`config.mk`:
```
export PLATFORM = sky130hd
export DESIGN_NAME = ihs_ram
export DESIGN_NICKNAME = d
export VERILOG_FILES = /design/src/sv/ihs_ram.sv
export SDC_FILE = /design/constraint.sdc
export NUM_CORES = 1
export LEC_CHECK = 0
export BUFFER_PORTS_ARGS = -buffer_cell sky130_fd_sc_hd__buf_2
export CAP_MARGIN = 20
export CORE_ASPECT_RATIO = 0.7
export CORE_MARGIN = 4
export CORE_UTILIZATION = 58
export CTS_CLUSTER_DIAMETER = 100
export DETAILED_ROUTE_END_ITERATION = 12
export PLACE_DENSITY = 0.82
export SETUP_SLACK_MARGIN = 0.02
export SYNTH_ARGS = -nofsm -noshare
export SYNTH_HDL_FRONTEND = slang
export SYNTH_SLANG_ARGS = --single-unit
```
`constraint.sdc`:
```
create_clock -name clk_i -period 2.2 [get_ports clk_i]
set_input_delay 0.11 -clock clk_i [delete_from_list [all_inputs] [get_ports clk_i]]
set_output_delay 0.11 -clock clk_i [all_outputs]
set_load 0.02 [all_outputs]
```
`src/sv/ihs_ram.sv`:
```
`default_nettype none
// ----------------------------------------------------------------------------
// ihs_ram
// Generic simple dual-port RAM, one write and one registered read port.
// ----------------------------------------------------------------------------
module ihs_ram #(
  parameter int WIDTH = 8,
  parameter int DEPTH = 16
) (
  input  wire logic                     clk_i,
  input  wire logic                     we_i,
  input  wire logic [$clog2(DEPTH)-1:0] waddr_i,
  input  wire logic [WIDTH-1:0]         wdata_i,
  input  wire logic                     re_i,
  input  wire logic [$clog2(DEPTH)-1:0] raddr_i,
  output logic      [WIDTH-1:0]         rdata_o
);

  logic [WIDTH-1:0] mem [DEPTH];

  // write port
  always_ff @(posedge clk_i) begin
    if (we_i) begin
      mem[waddr_i] <= wdata_i;
    end
  end

  // read port, data held until the next read
  always_ff @(posedge clk_i) begin
    if (re_i) begin
      rdata_o <= mem[raddr_i];
    end
  end

endmodule
`default_nettype wire

```
# Word level (Yosys, flattened, before mapping)
# Memories as Yosys holds them, arrays and structs flattened. A register that Yosys moved wholly into a read port is not among the register bits.
# Index checks and enable logic that the tools add are counted.
[word_totals]
register_bits = 0
ramBits = 128
inputBits = 19
out_inout_bits = 8
elab_cells = 3
mem_count = 1
[memory_table]
columns = ["name", "depth", "word_bits", "read_ports", "rd_clocked_by_memory_dff", "write_ports", "line_no", "rtl"]
rows = [
  ["mem", 16, 8, 1, 1, 1, "19", "logic [WIDTH-1:0] mem [DEPTH];"],
]
[classes]
mux = 2
[op_table]
columns = ["cell", "count"]
rows = [
  ["$mux W1", 2],
]

# Longest topological paths before layout
# Gate-level depths: netlist of run 1.
[logic_depth]
word_depth = 2
ltp_mapped = 5

# Worst setup path after synthesis of run 1
# No wires, ideal clock.
[synth_timing]
kind = "in2reg"
from = "input port waddr_i[2]"
to = "memory mem[0][0] (enable)"
setup_time_ns = 0.383
arrival_ns = 1.220
path_slack_ns = 0.597
stages = 2
path_cell_list = "or3b_2 > nor3_1"
[synth_lines]
columns = ["item", "line_no", "rtl"]
rows = [
  ["start, declared", "12", "input wire logic [$clog2(DEPTH)-1:0] waddr_i,"],
  ["end, declared", "19", ""],
]
# No word-level cell before the write port.

==> reports/metrics.cfg, run 1 <==
[worst_setup_path]
cp_data_required_time_ps = 2360
critPathKind = register to register
arrival_ps = 1620
crit_fanout = 1
end_kind = register
crit_path_start_kind = register

[synthesis]
synthCells = 229
yosys_warnings = 0
synth-seq-cells = 136
syn_area_per_cell_um2 = 22.8
synth_nets = 248
yosysSeqAreaShare = 0.781
syn_area_mm2 = 0.00523
synth_cell_types = 18

[cts]
tritoncts = yes
htree_levels = 4
cts_root_buf = clkbuf_16
clock_latency_ps = 420
cts_setup_buffers = 0
clkSinkCount = 136
cts.clk_slew.worst_paths_ps = 60
cts_made_buffers = 17
clockBufferDepth = 2
holdBufCountCts = 0
post_cts_resized = 0

[placement]
io_buffers = 26
dp_cells = 386
dp.final_hpwl_um = 6300
gp_congestion = 0.762

[sta]
setup_viol = 0
rsz0062_at_grt = false
hold_viol_final = 0
setup_tns_ps = 0
fmax_ghz = 0.682
slew_headroom = 0.492
whs_ps = 76.5
finClkSkew_ps = 8.25
post-route-period-util = 0.666
drv_slew = 0
fin_crit_ps = 1470
max_slew.worst_pin.slew_ps = 760

[finish]
num_antenna_cells = 0
multiInputGateArea_mm2 = 0.00106
fill_cells = 502
area_growth_pct = 19.3
final_layout_size_suffix_gt1_frac = 0.319
ff_latch_area_mm2 = 0.00408
final_nets = 304
fin_cells = 418

[floorplanning]
dieArea_mm2 = 0.0106
ios = 27
chipWidth_um = 121
start_util = 0.607
dieHeight_um = 87.4
num_rows = 28
core_mm2 = 0.00862

[global_route]
grt_use_total = 0.218
grt_max_degree = 18
grt_pass1_wl_um = 15700
antenna_found_initial = 0
grt-ovfl-total = 0
grt_pass1_vias = 2606

[drt]
final_antenna_net_count = 0
drc_errors = 0
dr.pass1.iters = 5
vias = 2505
first_iter_violations = 286
routed_wl_um = 10200
wl_per_cell_um = 24.3
vias_per_cell = 5.99

[outcome]
status = completed

[min_path]
min_path_type = primary input to register

[run]
drv_cap = 0

[power_and_ir_drop]
leakage_nw = 2.13
pwr_density_cell_mw_per_mm2 = 997
worst_ir_drop_vdd_mv = 0.746

[path summary, 6_finish.rpt]
check / end / slack (ps) / cells past startpoint / startpoint
worst max-delay path: rdata_o[0]$_DFFE_PP_ / 730 / 3 / mem[0][0]$_DFFE_PP_
worst min-delay path: mem[14][4]$_DFFE_PP_ / 80 / 1 / wdata_i[4]
worst max register to register: rdata_o[0]$_DFFE_PP_ / 730 / 3 / mem[0][0]$_DFFE_PP_
worst min register to register: rdata_o[4]$_DFFE_PP_ / 760 / 3 / mem[11][4]$_DFFE_PP_
[cell usage after synthesis, drive strengths merged]
master         instances  share of area
nor3                   4         0.0038
nand3                  1        0.00096
nand2b                 2         0.0024
nor2                  13         0.0093
and2                   1         0.0012
clkdlybuf4s25          3         0.0057
or3b                   1         0.0017
buf                    7          0.011
and2b                  1         0.0014
nand2                  9         0.0065
nand3b                 2         0.0029
mux4                  32           0.15
edfxtp               136           0.78
a22oi                 16          0.023
nor2b                  1         0.0012
[registers in the layout (all words and copies together), names as in the netlist]
name     count
rdata_o      8
mem        128
[power by group]
group	internal (W)	switching [W]
Combinational	0.000117	0.000166
Sequential	0.00292	0.0000168
Clock	0.00199	0.00101
[kinds of logic (layout without fill, tap and decap cells)]
| logic type | after synthesis | after routing | share of synthesized area |
|---|---|---|---|
| mux | 32 | 32 | 0.148 |
| buf+inv | 10 | 79 | 0.0165 |
| compound gates | 16 | 16 | 0.0230 |
| simple gates | 35 | 35 | 0.0314 |
| flops | 136 | 136 | 0.781 |
[stage by stage]
stage / power (W) / utilization / area (um2) / setup slack [ps]
after floorplan: 0.00315 / - / 5230 / 597
after global placement: 0.00326 / 0.650 / 5600 / 616
after detailed placement: 0.00327 / 0.650 / 5600 / 574
after CTS: 0.00627 / 0.724 / 6240 / 712
after global routing: 0.00645 / 0.724 / 6240 / 662
final: 0.00622 / 0.724 / 6240 / 734
[layout make-up]
class | instances | area share
Timing Repair Buffer | 47 | 0.0502
Multi-Input combinational cell | 83 | 0.170
Sequential cell | 136 | 0.655
Tap cell | 120 | 0.0241
Clock inverter | 15 | 0.0333
Clock buffer | 17 | 0.0682
[placed cells by master, fill, tap and decap left out, drive strengths merged, types with 2 or more instances in the layout]
cell / count
mux4: 32
clkinv: 7
nor3: 4
edfxtp: 136
a22oi: 16
buf: 47
clkinvlp: 3
nor2: 13
nand3b: 2
nand2b: 2
clkbuf: 17
bufinv: 5
nand2: 9
[worst max-delay path: stages (launching register included)]
cell	delay [ps]
edfxtp_1	370
mux4_1	500
a22oi_1	250
nand2_1	90
[per-layer routing]
metal / routed length (um) / track usage
met1: 4200 / 0.316
met2: 4920 / 0.327
met3: 987 / 0.0591
met4: 59 / 0.0763
met5: 0 / 0
(Power assumes the default switching activity.)
==> run 2, diff against run 1 <==
Settings changed: CORE_UTILIZATION 58 to 54, PLACE_DENSITY 0.82 to 0.8.
Clock period 2.2 ns to 1.25 ns, I/O delays scaled along.
==> run 2 against run 1 <==
The run now ends with negative setup slack left. Utilization shrank 5.6 points. Flip-flop and latch count is the same. Global-route usage shrank 1.6 points. Sequential share of layout area grew 0.62 points.
==> reports/metrics.cfg, run 2 (synthesis gave the netlist of run 1 again) <==
[outcome]
status = finished with violations
violations = negative setup slack

[drt]
dr.pass1.iters = 5  ; unchanged
vias = 2538  ; +1.3%
vias_per_cell = 5.99  ; -0.12%
routed_wl_um = 10100  ; -0.35%
wl_per_cell_um = 23.9  ; -1.8%
final_antenna_net_count = 0  ; unchanged
first_iter_violations = 290  ; +1.4%
drc_errors = 0  ; unchanged

[global_route]
grt_use_total = 0.202  ; -0.0164
antenna_found_initial = 0  ; unchanged
grt_pass1_wl_um = 15900  ; +1.3%
grt_pass1_vias = 2638  ; +1.2%
grt-ovfl-total = 0  ; unchanged
grt_max_degree = 18  ; unchanged

[floorplanning]
chipWidth_um = 126  ; +3.4%
ios = 27  ; unchanged
dieHeight_um = 90.3  ; +3.3%
start_util = 0.565  ; -0.0416
dieArea_mm2 = 0.0113  ; +6.8%
core_mm2 = 0.00925  ; +7.4%
num_rows = 29  ; +3.6%

[finish]
reg.largest.list = mem (128), rdata_o (8)
fin_cells = 424  ; +1.4%
final_layout_size_suffix_gt1_frac = 0.387  ; +0.0679
final_common_cell = edfxtp_1
largest_reg_flops = 128  ; unchanged
num_antenna_cells = 0  ; unchanged
final_cell_mix = edfxtp_1, mux4_2, buf_2, buf_4, clkbuf_16
top_register = mem
area_growth_pct = 18.2
final_nets = 308  ; +1.3%

[sta]
setup_tns_ps = -1150  ; -1150 ps
rsz0062_at_grt = true
fin_ws_ps = -172  ; -906 ps
finClkSkew_ps = 11.6  ; +3.36 ps
fmax_ghz = 0.703  ; +3.1%
fin_crit_ps = 1420  ; -44.1 ps
post-route-period-util = 1.14  ; +0.471
drv_slew = 0  ; unchanged
max_slew.worst_pin.slew_ps = 782  ; +22.0 ps
setup_viol = 8  ; +8
slew_headroom = 0.477  ; -0.0147
hold_viol_final = 0  ; unchanged

[worst_setup_path]
end_kind = register
r2r-start = mem[11][1]$_DFFE_PP_
critPathKind = register to register
cpPeakStageDelay_ps = 510  ; about the same
crit_fanout = 1  ; unchanged
crit_path_cell_trace = mux4_2 > a22oi_2 > nand2_1
cp-startpoint = mem[11][1]$_DFFE_PP_
arrival_ps = 1580  ; -40 ps
crit_path_start_kind = register
cp_slowest_cell = mux4_2
cp_data_required_time_ps = 1410  ; -950 ps

[cts]
cts.clk_slew.worst_paths_ps = 50  ; about the same
clock_latency_ps = 420  ; about the same
htree_levels = 4  ; unchanged
cts_root_buf = clkbuf_16
cts_setup_buffers = 0  ; unchanged
clkSinkCount = 136  ; unchanged
cts_made_buffers = 17  ; unchanged
clockBufferDepth = 2  ; unchanged
tritoncts = yes

[power_and_ir_drop]
leakage_nw = 2.05  ; -3.6%
worst_ir_drop_vdd_mv = 1.04  ; +40%
pwr_density_cell_mw_per_mm2 = 1660  ; +66%

[placement]
gp_congestion = 0.816  ; +7.2%
dp_cells = 393  ; +1.8%
io_buffers = 26  ; unchanged
dp.final_hpwl_um = 6690  ; +6.2%

[run]
drv_cap = 0  ; unchanged

[min_path]
min-delay-start = wdata_i[0]
min_path_type = primary input to register

-- run 2: cell types whose count changed in the layout (fill, tap and decap cells not counted) --
cell           before  now
buf_4              19   22
mux4_1             14    0
dlygate4sd3_1       0    1
clkinv_2            3    2
a22oi_2             0    9
clkinv_4            1    0
nor3_2              0    3
bufinv_16           5    2
clkbuf_1            0    8
clkinvlp_4          3    0
mux4_2             18   32
nor3_1              4    1
a22oi_1            16    7
clkinv_1            3    1
-- run 2: routing by layer --
metal,track usage,vias to the layer above,wire length (um)
met5,0,-,0
met4,0.0884,0,200
met3,0.0680,17,969
met2,0.281,134,4570
met1,0.292,1294,4380
li1,-,1093,-
-- run 2: final cells by class --
class | count | area [um2]
tap | 124 | 155
multi-input combinational | 83 | 1060
clock inverter | 5 | 73.8
fill | 588 | 3070
sequential | 136 | 4080
timing repair buffer | 51 | 345
clock buffer | 25 | 455
-- run 2: timing repair --
action / in CTS / in global routing
pin swaps: 0 / 1
resized for setup: 8 / 1
gates cloned: 0 / 0
setup endpoints to repair: 8 / 8
hold buffers: 1 / 0
hold endpoints to repair: 2 / 0
-- run 2: metrics by stage --
step | worst slack [ps] | utilization | total power (W) | area (um2) | hold WS, ps
after CTS | -158 | 0.667 | 0.0103 | 6170 | 28.0
final | -172 | 0.668 | 0.0102 | 6180 | 42.2
after detailed placement | -314 | 0.605 | 0.00580 | 5590 | 433
after global placement | -285 | 0.605 | 0.00578 | 5590 | 430
after floorplan | -78.6 | - | 0.00557 | 5220 | 161
after global routing | -203 | 0.668 | 0.0106 | 6180 | 46.9
-- run 2: worst paths after layout --
| check | endpoint | slack [ps] | depth (start not counted) |
|---|---|---|---|
| worst max-delay path | rdata_o[1]$_DFFE_PP_ | -170 | 3 |
| worst min-delay path | mem[3][0]$_DFFE_PP_ | 40 | 1 |
| worst max register to register | rdata_o[1]$_DFFE_PP_ | -170 | 3 |
| worst min register to register | rdata_o[0]$_DFFE_PP_ | 770 | 3 |
-- run 2: critical path, delay by kind of cell, from the launching register on --
family | cells | cell delay (ps)
DFF | 1 | 350
muxes | 1 | 510
and+or+nand+nor | 1 | 80
AOI/OAI and AO/OA | 1 | 220
-- run 2: power by group --
part / switching, W / total [W] / internal [W]
logic: 0.000331 / 0.000560 / 0.000229
clock network: 0.00160 / 0.00449 / 0.00289
registers: 0.0000276 / 0.00517 / 0.00515
