<file path="src/sv/ihs_pkg.sv">
`default_nettype none
// ----------------------------------------------------------------------------
// ihs_pkg
// Shared constants, codes and memory word layouts of the heap scheduler.
// ----------------------------------------------------------------------------
package ihs_pkg;

  // heap entries and hash slots (slot count must be a power of two)
  localparam int HEAP_DEPTH  = 64;
  localparam int TABLE_SLOTS = 128;
  localparam int PW          = $clog2(HEAP_DEPTH);
  localparam int SW          = $clog2(TABLE_SLOTS);
  localparam int CW          = 7;
  localparam int LIM_MAX     = (HEAP_DEPTH < TABLE_SLOTS - 1) ? HEAP_DEPTH : TABLE_SLOTS - 1;

  // action codes
  localparam logic [1:0] ACT_ADD    = 2'd0;
  localparam logic [1:0] ACT_DONE   = 2'd1;
  localparam logic [1:0] ACT_CANCEL = 2'd2;
  localparam logic [1:0] ACT_RETIME = 2'd3;

  // status codes
  localparam logic [1:0] ST_OK    = 2'd0;
  localparam logic [1:0] ST_FULL  = 2'd1;
  localparam logic [1:0] ST_DUP   = 2'd2;
  localparam logic [1:0] ST_NOTFD = 2'd3;

  // slot kinds
  localparam logic [1:0] SLOT_EMPTY = 2'd0;
  localparam logic [1:0] SLOT_TOMB  = 2'd1;
  localparam logic [1:0] SLOT_USED  = 2'd2;

  typedef struct packed {
    logic [15:0]        id;
    logic signed [31:0] tm;
    logic               done;
    logic [SW-1:0]      slot;
  } heap_entry_t;

  typedef struct packed {
    logic [1:0]    kind;
    logic [15:0]   id;
    logic [PW-1:0] pos;
  } slot_entry_t;

  localparam int HEW = $bits(heap_entry_t);
  localparam int SEW = $bits(slot_entry_t);

  typedef struct packed {
    logic            we;
    logic [PW-1:0]   waddr;
    heap_entry_t     wdata;
    logic            re;
    logic [PW-1:0]   raddr;
  } heap_req_t;

  typedef struct packed {
    logic            we;
    logic [SW-1:0]   waddr;
    slot_entry_t     wdata;
    logic            re;
    logic [SW-1:0]   raddr;
  } slot_req_t;

endpackage
`default_nettype wire

</file>
<file path="src/sv/ihs_cfg.sv">
`default_nettype none
// ----------------------------------------------------------------------------
// ihs_cfg
// APB register port holding the capacity register.
// ----------------------------------------------------------------------------
module ihs_cfg (
  input  wire logic          clk_i,
  input  wire logic          rst_ni,
  input  wire logic          psel,
  input  wire logic          penable,
  input  wire logic          pwrite,
  input  wire logic [2:0]    paddr,
  input  wire logic [31:0]   pwdata,
  output logic      [31:0]   prdata,
  output logic               pready,
  output logic [ihs_pkg::CW-1:0] cap_o
);

  logic [ihs_pkg::CW-1:0] cap_q, cap_d;
  logic                   hit;

  assign hit    = (paddr[2] == 1'b0);
  assign pready = 1'b1;

  // register write
  always_comb begin
    cap_d = cap_q;
    if (psel && penable && pwrite && hit) begin
      cap_d = pwdata[ihs_pkg::CW-1:0];
    end
  end

  always_ff @(posedge clk_i or negedge rst_ni) begin
    if (!rst_ni) begin
      cap_q <= ihs_pkg::CW'(64);
    end else begin
      cap_q <= cap_d;
    end
  end

  // read back
  assign prdata = hit ? {{(32 - ihs_pkg::CW){1'b0}}, cap_q} : 32'd0;
  assign cap_o  = cap_q;

endmodule
`default_nettype wire

</file>
<file path="config.mk">
export PLATFORM = sky130hd
export DESIGN_NAME = ihs_cfg
export DESIGN_NICKNAME = d
export VERILOG_FILES = /design/src/sv/ihs_pkg.sv /design/src/sv/ihs_cfg.sv
export SDC_FILE = /design/constraint.sdc
export NUM_CORES = 1
export LEC_CHECK = 0
export ABC_AREA = 1
export ABC_CLOCK_PERIOD_IN_PS = 980
export BUFFER_PORTS_ARGS = -buffer_cell sky130_fd_sc_hd__buf_2
export CAP_MARGIN = 5
export CORE_UTILIZATION = 30
export DETAILED_ROUTE_END_ITERATION = 10
export GPL_TIMING_DRIVEN = 0
export PLACE_DENSITY = 0.9
export SKIP_CTS_REPAIR_TIMING = 1
export SYNTH_ARGS = -nofsm -noshare
export SYNTH_HDL_FRONTEND = slang
export SYNTH_SLANG_ARGS = --single-unit
</file>
<file path="constraint.sdc">
create_clock -name clk_i -period 0.98 [get_ports clk_i]
set_clock_uncertainty 0.15 [all_clocks]
set_input_delay 0.196 -clock clk_i [delete_from_list [all_inputs] [get_ports clk_i]]
set_output_delay 0.196 -clock clk_i [all_outputs]
set_load 0.005 [all_outputs]
</file>
* Word level (Yosys, flattened, before mapping)
Index checks and enable logic that the tools add are counted.
Storage, ports and cells: register bits 7, input bits 40, output and inout bits 40, logic and storage cells 6
Operators by class: multiplexer cells 1, bitwise gates (word level) 1, reduce and logical (&&, ||, !) cells 3
Operators with widths (count):
- two-way mux 7 bit | 1
- logical AND 1 bit | 3
- inverter 1 bit | 1

* Logic depth before layout (Yosys ltp)
Gate-level depths: netlist (run 1).
depth in word-level cells 3, mapped depth 5, mapped depth without buffers 5

* Worst setup path after synthesis (run 1)
No wires, ideal clock.
path kind reg-to-output, start point register cap_q, in the netlist cap_o[6], end point output prdata[6], arrival time 657 ps, required time 634 ps, slack -23 ps, stages on the path, launching flop included 3, buffers on the path 0, path through dfstp_2 > inv_1 > nor2_1
Between the ends: word-level cells in the longest chain between the ends 1
RTL lines:
- from (decl) | RTL line ihs_cfg.sv:19 | logic [ihs_pkg::CW-1:0] cap_q, cap_d;
- from (signal assigned) | RTL line ihs_cfg.sv:35 | cap_q <= ihs_pkg::CW'(64);
- from (signal assigned) | RTL line ihs_cfg.sv:37 | cap_q <= cap_d;
- two-way mux 7 bit | RTL line ihs_cfg.sv:42 | assign prdata = hit ? {{(32 - ihs_pkg::CW){1'b0}}, cap_q} : 32'd0;
- to (decl) | RTL line ihs_cfg.sv:14 | output logic [31:0] prdata,
Every way passes these cells.

* Worst setup path after layout (run 1)
Same ends and word-level chain as after synthesis.

==> flow_metrics.env, run 1 <==
export IMPL_status="complete, but fails checks"
export IMPL_violations="setup timing"
export IMPL_finalPower_mw=1.07
export IMPL_endpoint_kind="output port"
export IMPL_holdWs_ns=0.0116
export IMPL_fin_util_pct=51.1
export IMPL_antenna_found_initial=0
export IMPL_dr_total_vias=532
export IMPL_design_core_area_um2=1760
export IMPL_rsz0062_at_grt="true"
export IMPL_p_sw_mw=0.326
export IMPL_cts_buffers=3
export IMPL_boundaryPins=80
export IMPL_crit_type="register to output port"
export IMPL_arrival_ns=1.01
export IMPL_synth_top_area_share_pct=34.1
export IMPL_pwr_share_seq_pct=36.7
export IMPL_p_sw_share_pct=30.5
export IMPL_numPlacedInstances=150
export IMPL_fin_cells=161
export IMPL_grt_overflow=0
export IMPL_fin_nets=177
export IMPL_critPathLaunchType="register"
export IMPL_place_gp_congestion=0.668
export IMPL_die_h_um=45.7
export IMPL_synth_area_leaders="buf_4 (34%), dfrtp_1 (26%), nand2_1 (9.8%)"
export IMPL_timing_fmax_ghz=0.737
export IMPL_share_comb_of_total_power_pct=38.9
export IMPL_layout_drive_gt1_share_pct=47.8
export IMPL_synthCells=76
export IMPL_synth_area_um2=573
export IMPL_n_antenna_cell=0
export IMPL_ys_warn_count=0
export IMPL_grt_use_total_pct=11.4
export IMPL_clk_pin_slew_ns=0.05
export IMPL_drtIter0Drc=10
export IMPL_routed_wl_um=1240
export IMPL_clk_latency_ns=0.25
export IMPL_cts_tree="yes"
export IMPL_final_antenna_net_count=0
export IMPL_powerDensity_nw_per_um2=1180
export IMPL_dieArea_um2=2090
export IMPL_yosysUniqueCellTypes=12
export IMPL_post_route_period_util_pct=138
export IMPL_internal_power_mw=0.741
export IMPL_areaGrowthSynthToFinish_pct=57.2
export IMPL_synth_seq_area_share_pct=30.8
export IMPL_fin_tns_setup_ns=-2.79
export IMPL_wl_per_cell_um=7.67
export IMPL_rows=15
export IMPL_synth_seq_cells=7
export IMPL_first_global_vias=398
export IMPL_die_w_um=45.7
export IMPL_peakVddDrop_v=0.000563
export IMPL_dp_hpwl_um=1040
export IMPL_htreeDepth=1
export IMPL_worst_hold_path_type="input pin to register"
export IMPL_viasPerCell=3.30
export IMPL_cap_violations=0
export IMPL_clockBufferDepth=2
export IMPL_root_buffer="clkbuf_4"
export IMPL_port_buffers=25
export IMPL_setup_ws_ns=-0.376
export IMPL_largest_reg_flops=7
export IMPL_grt_pass1_wl_um=1610
export IMPL_grt_max_degree=9
export IMPL_slew_violations=0
export IMPL_power_leakage_nw=0.610
export IMPL_avgSynthCellArea_um2=7.54
export IMPL_required_ns=0.63
export IMPL_yosysTopAreaCell="buf_4"
export IMPL_critPathMaxFanout=3
export IMPL_clockPowerShare_pct=24.4
export IMPL_fin_crit_ns=1.36
export IMPL_finalHoldViolations=0
export IMPL_cts_sinks=7
export IMPL_initial_utilization_pct=32.5
export IMPL_dr_pass1_iters=6
export IMPL_setup_violations=14
export IMPL_drc_errors=0
final cells by class:
type / count / area [um^2]
timing repair buffer: 32 / 180
inverter: 9 / 33.8
buffer: 27 / 206
multi-input combinational: 57 / 246
tap: 25 / 31.3
fill: 188 / 863
sequential: 7 / 176
clock buffer: 4 / 26.3
cell usage in the layout (no fill, tap or decap):
| master | instances |
|---|---|
| dfrtp_1 | 6 |
| dfstp_2 | 1 |
| inv_1 | 8 |
| buf_2 | 25 |
| buf_4 | 32 |
| inv_2 | 1 |
| nand2_1 | 15 |
| nand3_1 | 7 |
| dlygate4sd3_1 | 1 |
| nand2_4 | 1 |
| clkbuf_1 | 1 |
| nor2_1 | 7 |
| clkbuf_4 | 3 |
| buf_6 | 1 |
| conb_1 | 26 |
| nor2_8 | 1 |
power by group through the flow:
stage | Combinational (mW) | Clock [mW] | Sequential [mW]
after floorplan | 0.204 | 0 | 0.397
after global placement | 0.332 | 0 | 0.396
after detailed placement | 0.341 | 0 | 0.400
after CTS | 0.343 | 0.261 | 0.396
after global routing | 0.462 | 0.282 | 0.398
final | 0.415 | 0.261 | 0.391
metal layers:
metal	part of all wire, %	global-route usage, %	vias up
li1	-	-	291
met1	38	11.7	206
met2	50	20.0	33
met3	11	3.57	2
met4	0.57	7.06	0
met5	0	0	-
worst max-delay path: stages (launching register included):
cell and delay, ns:
dfstp_2 0.54, inv_1 0.04, nor2_1 0.06, buf_2 0.11
worst paths after layout:
check                      cells past startpoint                    to                  from  slack [ns]
min in group asynchronous                      2  cap_o[2]$_DFFE_PN0P_                rst_ni        0.15
max reg2reg                                    3  cap_o[3]$_DFFE_PN0P_  cap_o[3]$_DFFE_PN0P_        0.07
min                                            3  cap_o[6]$_DFFE_PN1P_             pwdata[6]        0.01
max                                            3             prdata[6]  cap_o[6]$_DFFE_PN1P_       -0.38
max in group asynchronous                      2  cap_o[6]$_DFFE_PN1P_                rst_ni        0.30
min reg2reg                                    2  cap_o[6]$_DFFE_PN1P_  cap_o[6]$_DFFE_PN1P_        0.33
Yosys cell counts, drive strengths merged:
| master | number |
|---|---|
| dfrtp | 6 |
| nand3 | 7 |
| nor2 | 8 |
| nand2 | 16 |
| buf | 27 |
| dfstp | 1 |
| conb | 2 |
| inv | 9 |
cells by family (layout without fill, tap and decap cells):
family	Yosys count	count (layout)	share of synthesized area (%)
buf+inv	36	72	41.9
simple gates	31	31	26.0
flops	7	7	30.8
other cells	2	26	1.31
through the flow:
step	cell area, um^2	worst slack [ns]
2_1_floorplan	663	-0.0234
6_report	901	-0.376
5_1_grt	901	-0.418
3_5_place_dp	820	-0.103
3_3_place_gp	820	-0.108
4_1_cts	846	-0.375
(Power assumes the default switching activity.)
==> run 2, diff against run 1 <==
--- a/config.mk
+++ b/config.mk
@@ -15,4 +15,5 @@
 export PLACE_DENSITY = 0.9
 export SKIP_CTS_REPAIR_TIMING = 1
+export SLEW_MARGIN = 15
 export SYNTH_ARGS = -nofsm -noshare
 export SYNTH_HDL_FRONTEND = slang
==> constraint.sdc (replaced) <==
create_clock -name clk_i -period 0.98 [get_ports clk_i]
set_clock_uncertainty 0.15 [all_clocks]
set_input_delay 0 -clock clk_i [delete_from_list [all_inputs] [get_ports clk_i]]
set_output_delay 0 -clock clk_i [all_outputs]
set_load 0.005 [all_outputs]
==> run 2 against run 1 <==
Compared with the run above: largest power group unchanged; clock power down 2%; critical path depth stayed put; final area rose by 6.9%; die area did not move; hold slack got worse by 0.092 ns; the flow finishes with violations (hold timing, setup timing); global-route usage decreased by 1.0 points; setup slack improved by 0.20 ns; critical endpoint unchanged.
==> flow_metrics.env, run 2 (synthesized netlist as in run 1, its figures left out) <==
export IMPL_dp_hpwl_um=925
export IMPL_crit_buf_inv=2
export IMPL_crit_type="register to output port"
export IMPL_holdWs_ns=-0.0804
export IMPL_powerDensity_nw_per_um2=1100
export IMPL_grt_max_degree=9
export IMPL_dr_total_vias=531
export IMPL_fin_cells=167
export IMPL_clockBufferDepth=2
export IMPL_fin_util_pct=54.6
export IMPL_finalPower_mw=1.06
export IMPL_path_cells="inv_1, nor2_1, buf_2"
export IMPL_critPathMaxStageDelay_ns=0.53
export IMPL_dr_pass1_iters=2
export IMPL_areaGrowthSynthToFinish_pct=68.1
export IMPL_drc_errors=0
export IMPL_grt_use_total_pct=10.4
export IMPL_critPathMaxFanout=3
export IMPL_r2r_slack_ns=0.04
export IMPL_layout_drive_gt1_share_pct=45.1
export IMPL_layout_common_cells="buf_4 (31), conb_1 (26), buf_2 (25)"
export IMPL_peakVddDrop_v=0.000566
export IMPL_dieArea_um2=2090
export IMPL_critPathLaunchType="register"
export IMPL_cts_sinks=7
export IMPL_worst_hold_path_type="input pin to register"
export IMPL_cts_buffers=3
export IMPL_hold_depth=4
export IMPL_design_core_area_um2=1760
export IMPL_clk_latency_ns=0.25
export IMPL_first_global_vias=364
export IMPL_grt_overflow=0
export IMPL_pre_cts_slack_ns=0.0817
export IMPL_die_w_um=45.7
export IMPL_root_buffer="clkbuf_4"
export IMPL_setup_violations=8
export IMPL_grt_pass1_wl_um=1490
export IMPL_holdCritStartpoint="paddr[2]"
export IMPL_final_common_cell="buf_4"
export IMPL_min_to="cap_o[6]$_DFFE_PN1P_"
export IMPL_post_route_period_util_pct=118
export IMPL_finalHoldViolations=13
export IMPL_initial_utilization_pct=32.5
export IMPL_violations="hold timing, setup timing"
export IMPL_rr_worst_depth=3
export IMPL_largest_reg_flops=7
export IMPL_wl_per_cell_um=6.89
export IMPL_antenna_found_initial=0
export IMPL_arrival_ns=1.01
export IMPL_power_leakage_nw=0.634
export IMPL_die_h_um=45.7
export IMPL_viasPerCell=3.18
export IMPL_final_antenna_net_count=0
export IMPL_fin_crit_ns=1.16
export IMPL_boundaryPins=80
export IMPL_cap_violations=0
export IMPL_clk_pin_slew_ns=0.05
export IMPL_timing_fmax_ghz=0.865
export IMPL_htreeDepth=1
export IMPL_critical_path_top_delay_family="flip-flops"
export IMPL_status="complete, but fails checks"
export IMPL_fin_nets=183
export IMPL_endpoint_kind="output port"
export IMPL_setup_ws_ns=-0.176
export IMPL_port_buffers=25
export IMPL_cts_tree="yes"
export IMPL_r2r_end="cap_o[6]$_DFFE_PN1P_"
export IMPL_rr_startpoint="cap_o[6]$_DFFE_PN1P_"
export IMPL_required_ns=0.83
export IMPL_slew_violations=0
export IMPL_cp_slowest_cell="dfstp_2"
export IMPL_rows=15
export IMPL_numPlacedInstances=150
export IMPL_place_gp_congestion=0.689
export IMPL_n_antenna_cell=0
export IMPL_rsz0062_at_grt="true"
export IMPL_drtIter0Drc=3
export IMPL_routed_wl_um=1150
## run 2: changes by cell type in the layout (fill, tap and decap cells not counted)
cell	previous run	this run
dlygate4sd3_1	1	8
buf_4	32	31
## run 2: metal layers
metal	global-route usage, %	wire [um]
met5	0	0
met4	8.82	5
met3	2.38	115
met2	15.4	581
met1	12.4	448
## run 2: power breakdown
group / internal [mW] / switching (mW) / leakage (nW)
clock network: 0.155 / 0.0996 / 0.0150
logic: 0.245 / 0.177 / 0.533
registers: 0.350 / 0.0361 / 0.0859
## run 2: through the flow
stage                     TNS [ns]  instance area, um^2
after floorplan                  0                  663
after global placement           0                  820
after detailed placement         0                  820
after CTS                   -0.414                  846
after global routing        -0.697                  963
final                       -0.276                  963
## run 2: cell type report
class	instances	area (um^2)
repair buffers	38	243
fillers	183	801
well taps	25	31.3
multi-input cells	57	246
clock buffers	4	26.3
inverters	9	33.8
plain buffers	27	206
flip-flops and latches	7	176
## run 2: worst max-delay path by stage
stage | startpoint | to | slack, ns | depth (start not counted)
floorplan | cap_o[6]$_DFFE_PN1P_ | cap_o[6]$_DFFE_PN1P_ | 0.15 | 2
global placement | cap_o[6]$_DFFE_PN1P_ | prdata[6] | 0.1 | 3
detailed placement | cap_o[6]$_DFFE_PN1P_ | prdata[6] | 0.08 | 3
CTS | cap_o[6]$_DFFE_PN1P_ | prdata[6] | -0.19 | 3
global route | cap_o[6]$_DFFE_PN1P_ | prdata[6] | -0.23 | 3
finish | cap_o[6]$_DFFE_PN1P_ | prdata[6] | -0.18 | 3
## run 2: worst register-to-register path, delay by kind of cell, from the launching register on
kind / cells / cell delay [ns]
simple gates: 2 / 0.11
buf+inv: 1 / 0.10
flops: 1 / 0.53
==> run 3, diff against run 2 <==
CELL_PAD_IN_SITES_DETAIL_PLACEMENT = 1   (was unset)
CELL_PAD_IN_SITES_GLOBAL_PLACEMENT = 2   (was unset)
CORE_UTILIZATION = 12   (was 30)
PLACE_DENSITY = 0.87   (was 0.9)
TNS_END_PERCENT = 20   (was unset)
==> run 3 against run 2 <==
Compared with the run above: the flow still finishes with violations (hold timing, setup timing); via count is 6.0% higher; die area is 140% higher; total power is 9.8% higher; clock-buffer cell count stayed put; first-iteration DRC count grew to 4.7 times the previous value; final cell count is 13% higher; routed wire length is 28% higher; highest routed layer unchanged; hold slack better by 0.023 ns; global-route usage is 5.0 points lower; utilization is 33 points lower; register-to-register slack better by 0.09 ns.
==> flow_metrics.env, run 3 (synthesized netlist as in run 1, its figures left out) <==
export IMPL_fin_nets=178
export IMPL_violations="hold timing, setup timing"
export IMPL_dr_total_vias=563
export IMPL_powerDensity_nw_per_um2=1190
export IMPL_status="complete, but fails checks"
export IMPL_die_h_um=71.1
export IMPL_drc_errors=0
export IMPL_boundaryPins=80
export IMPL_clk_latency_ns=0.22
export IMPL_setup_violations=3
export IMPL_slew_violations=0
export IMPL_dieArea_um2=5060
export IMPL_finalInstanceArea_um2=981
export IMPL_cap_violations=0
export IMPL_cts_buffers=3
export IMPL_clk_pin_slew_ns=0.04
export IMPL_areaGrowthSynthToFinish_pct=71.2
export IMPL_critPathMaxStageDelay_ns=0.54
export IMPL_first_global_vias=474
export IMPL_post_route_period_util_pct=115
export IMPL_htreeDepth=1
export IMPL_cts_tree="yes"
export IMPL_crit_type="register to output port"
export IMPL_timing_fmax_ghz=0.885
export IMPL_placed_cell_area_um2=853
export IMPL_setup_ws_ns=-0.150
export IMPL_design_core_area_um2=4470
export IMPL_drtIter0Drc=14
export IMPL_cts_sinks=7
export IMPL_layout_drive_gt1_share_pct=44.5
export IMPL_fin_crit_ns=1.13
export IMPL_wl_per_cell_um=7.77
export IMPL_grt_overflow=0
export IMPL_root_buffer="clkbuf_8"
export IMPL_final_antenna_net_count=0
export IMPL_worst_hold_path_type="input pin to register"
export IMPL_port_buffers=25
export IMPL_dr_pass1_iters=5
export IMPL_routed_wl_um=1470
export IMPL_crit_buf_inv=2
export IMPL_power_leakage_nw=0.616
export IMPL_grt_pass1_wl_um=2020
export IMPL_critPathMaxFanout=3
export IMPL_viasPerCell=2.98
export IMPL_arrival_ns=0.98
export IMPL_fillers=566
export IMPL_critPathLaunchType="register"
export IMPL_fin_cells=189
export IMPL_holdWs_ns=-0.0571
export IMPL_peakVddDrop_v=0.000295
export IMPL_largest_reg_flops=7
export IMPL_grt_use_total_pct=5.33
export IMPL_clockBufferDepth=2
export IMPL_required_ns=0.83
export IMPL_die_w_um=71.1
export IMPL_path_cells="inv_2, nor2_2, buf_2"
export IMPL_place_gp_congestion=0.667
export IMPL_finalHoldViolations=7
export IMPL_n_antenna_cell=0
export IMPL_initial_utilization_pct=12.8
export IMPL_grt_max_degree=9
export IMPL_critical_path_top_delay_family="flip-flops"
export IMPL_endpoint_kind="output port"
export IMPL_cp_slowest_cell="dfstp_2"
export IMPL_numPlacedInstances=177
export IMPL_rows=24
export IMPL_rsz0062_at_grt="true"
export IMPL_layout_common_cells="buf_4 (26), conb_1 (26), buf_2 (25)"
export IMPL_antenna_found_initial=0
-- run 3: worst register-to-register path, cell delays in order (launching register included) --
cell and delay (ns):
dfstp_2 0.54, nand2_1 0.05, nand2_1 0.05
-- run 3: path summary, 6_finish.rpt --
check	start	endpoint	slack (ns)	depth (start not counted)
min reg2reg	cap_o[6]$_DFFE_PN1P_	cap_o[6]$_DFFE_PN1P_	0.32	2
min in group asynchronous	rst_ni	cap_o[3]$_DFFE_PN0P_	0.02	2
min	paddr[2]	cap_o[6]$_DFFE_PN1P_	-0.06	4
max reg2reg	cap_o[6]$_DFFE_PN1P_	cap_o[6]$_DFFE_PN1P_	0.13	2
max in group asynchronous	rst_ni	cap_o[6]$_DFFE_PN1P_	0.44	2
max	cap_o[6]$_DFFE_PN1P_	prdata[6]	-0.15	3
-- run 3: metal layers --
metal  up-vias  global-route usage (%)  part of all wire, %  wire, um
met1       241                    5.46                   38       558
met4         0                    4.00                  1.6        23
li1        292                       -                    -         -
met3         2                    1.57                  6.9       101
met5         -                       0                    0         0
met2        28                    9.19                   54       786
-- run 3: where the power goes --
group,total [mW],switching (mW),internal [mW],leakage [nW]
Combinational,0.370,0.167,0.202,0.507
Sequential,0.395,0.0436,0.351,0.0859
Clock,0.403,0.122,0.281,0.0228
Total,1.17,0.333,0.834,0.616
-- run 3: area by class of cell --
cell class	count	area (um^2)	area share, %
buffer	27	206	21.0
clock buffer	4	45.0	4.59
sequential	7	176	18.0
multi-input combinational	57	249	25.4
inverter	9	33.8	3.44
timing repair buffer	33	205	20.9
tap	52	65.1	6.63
-- run 3: stage by stage --
step           setup TNS [ns]  hold slack (ns)  power, mW  setup WS [ns]  utilization [%]
2_1_floorplan               0           -0.446      0.600          0.154                -
3_3_place_gp                0           -0.315      0.733         0.0942             19.1
3_5_place_dp                0           -0.309      0.739         0.0897             19.1
4_1_cts                -0.225           -0.549       1.15         -0.154             20.1
5_1_grt                -0.579          -0.0302       1.24         -0.199             21.9
6_report               -0.205          -0.0571       1.17         -0.150             21.9
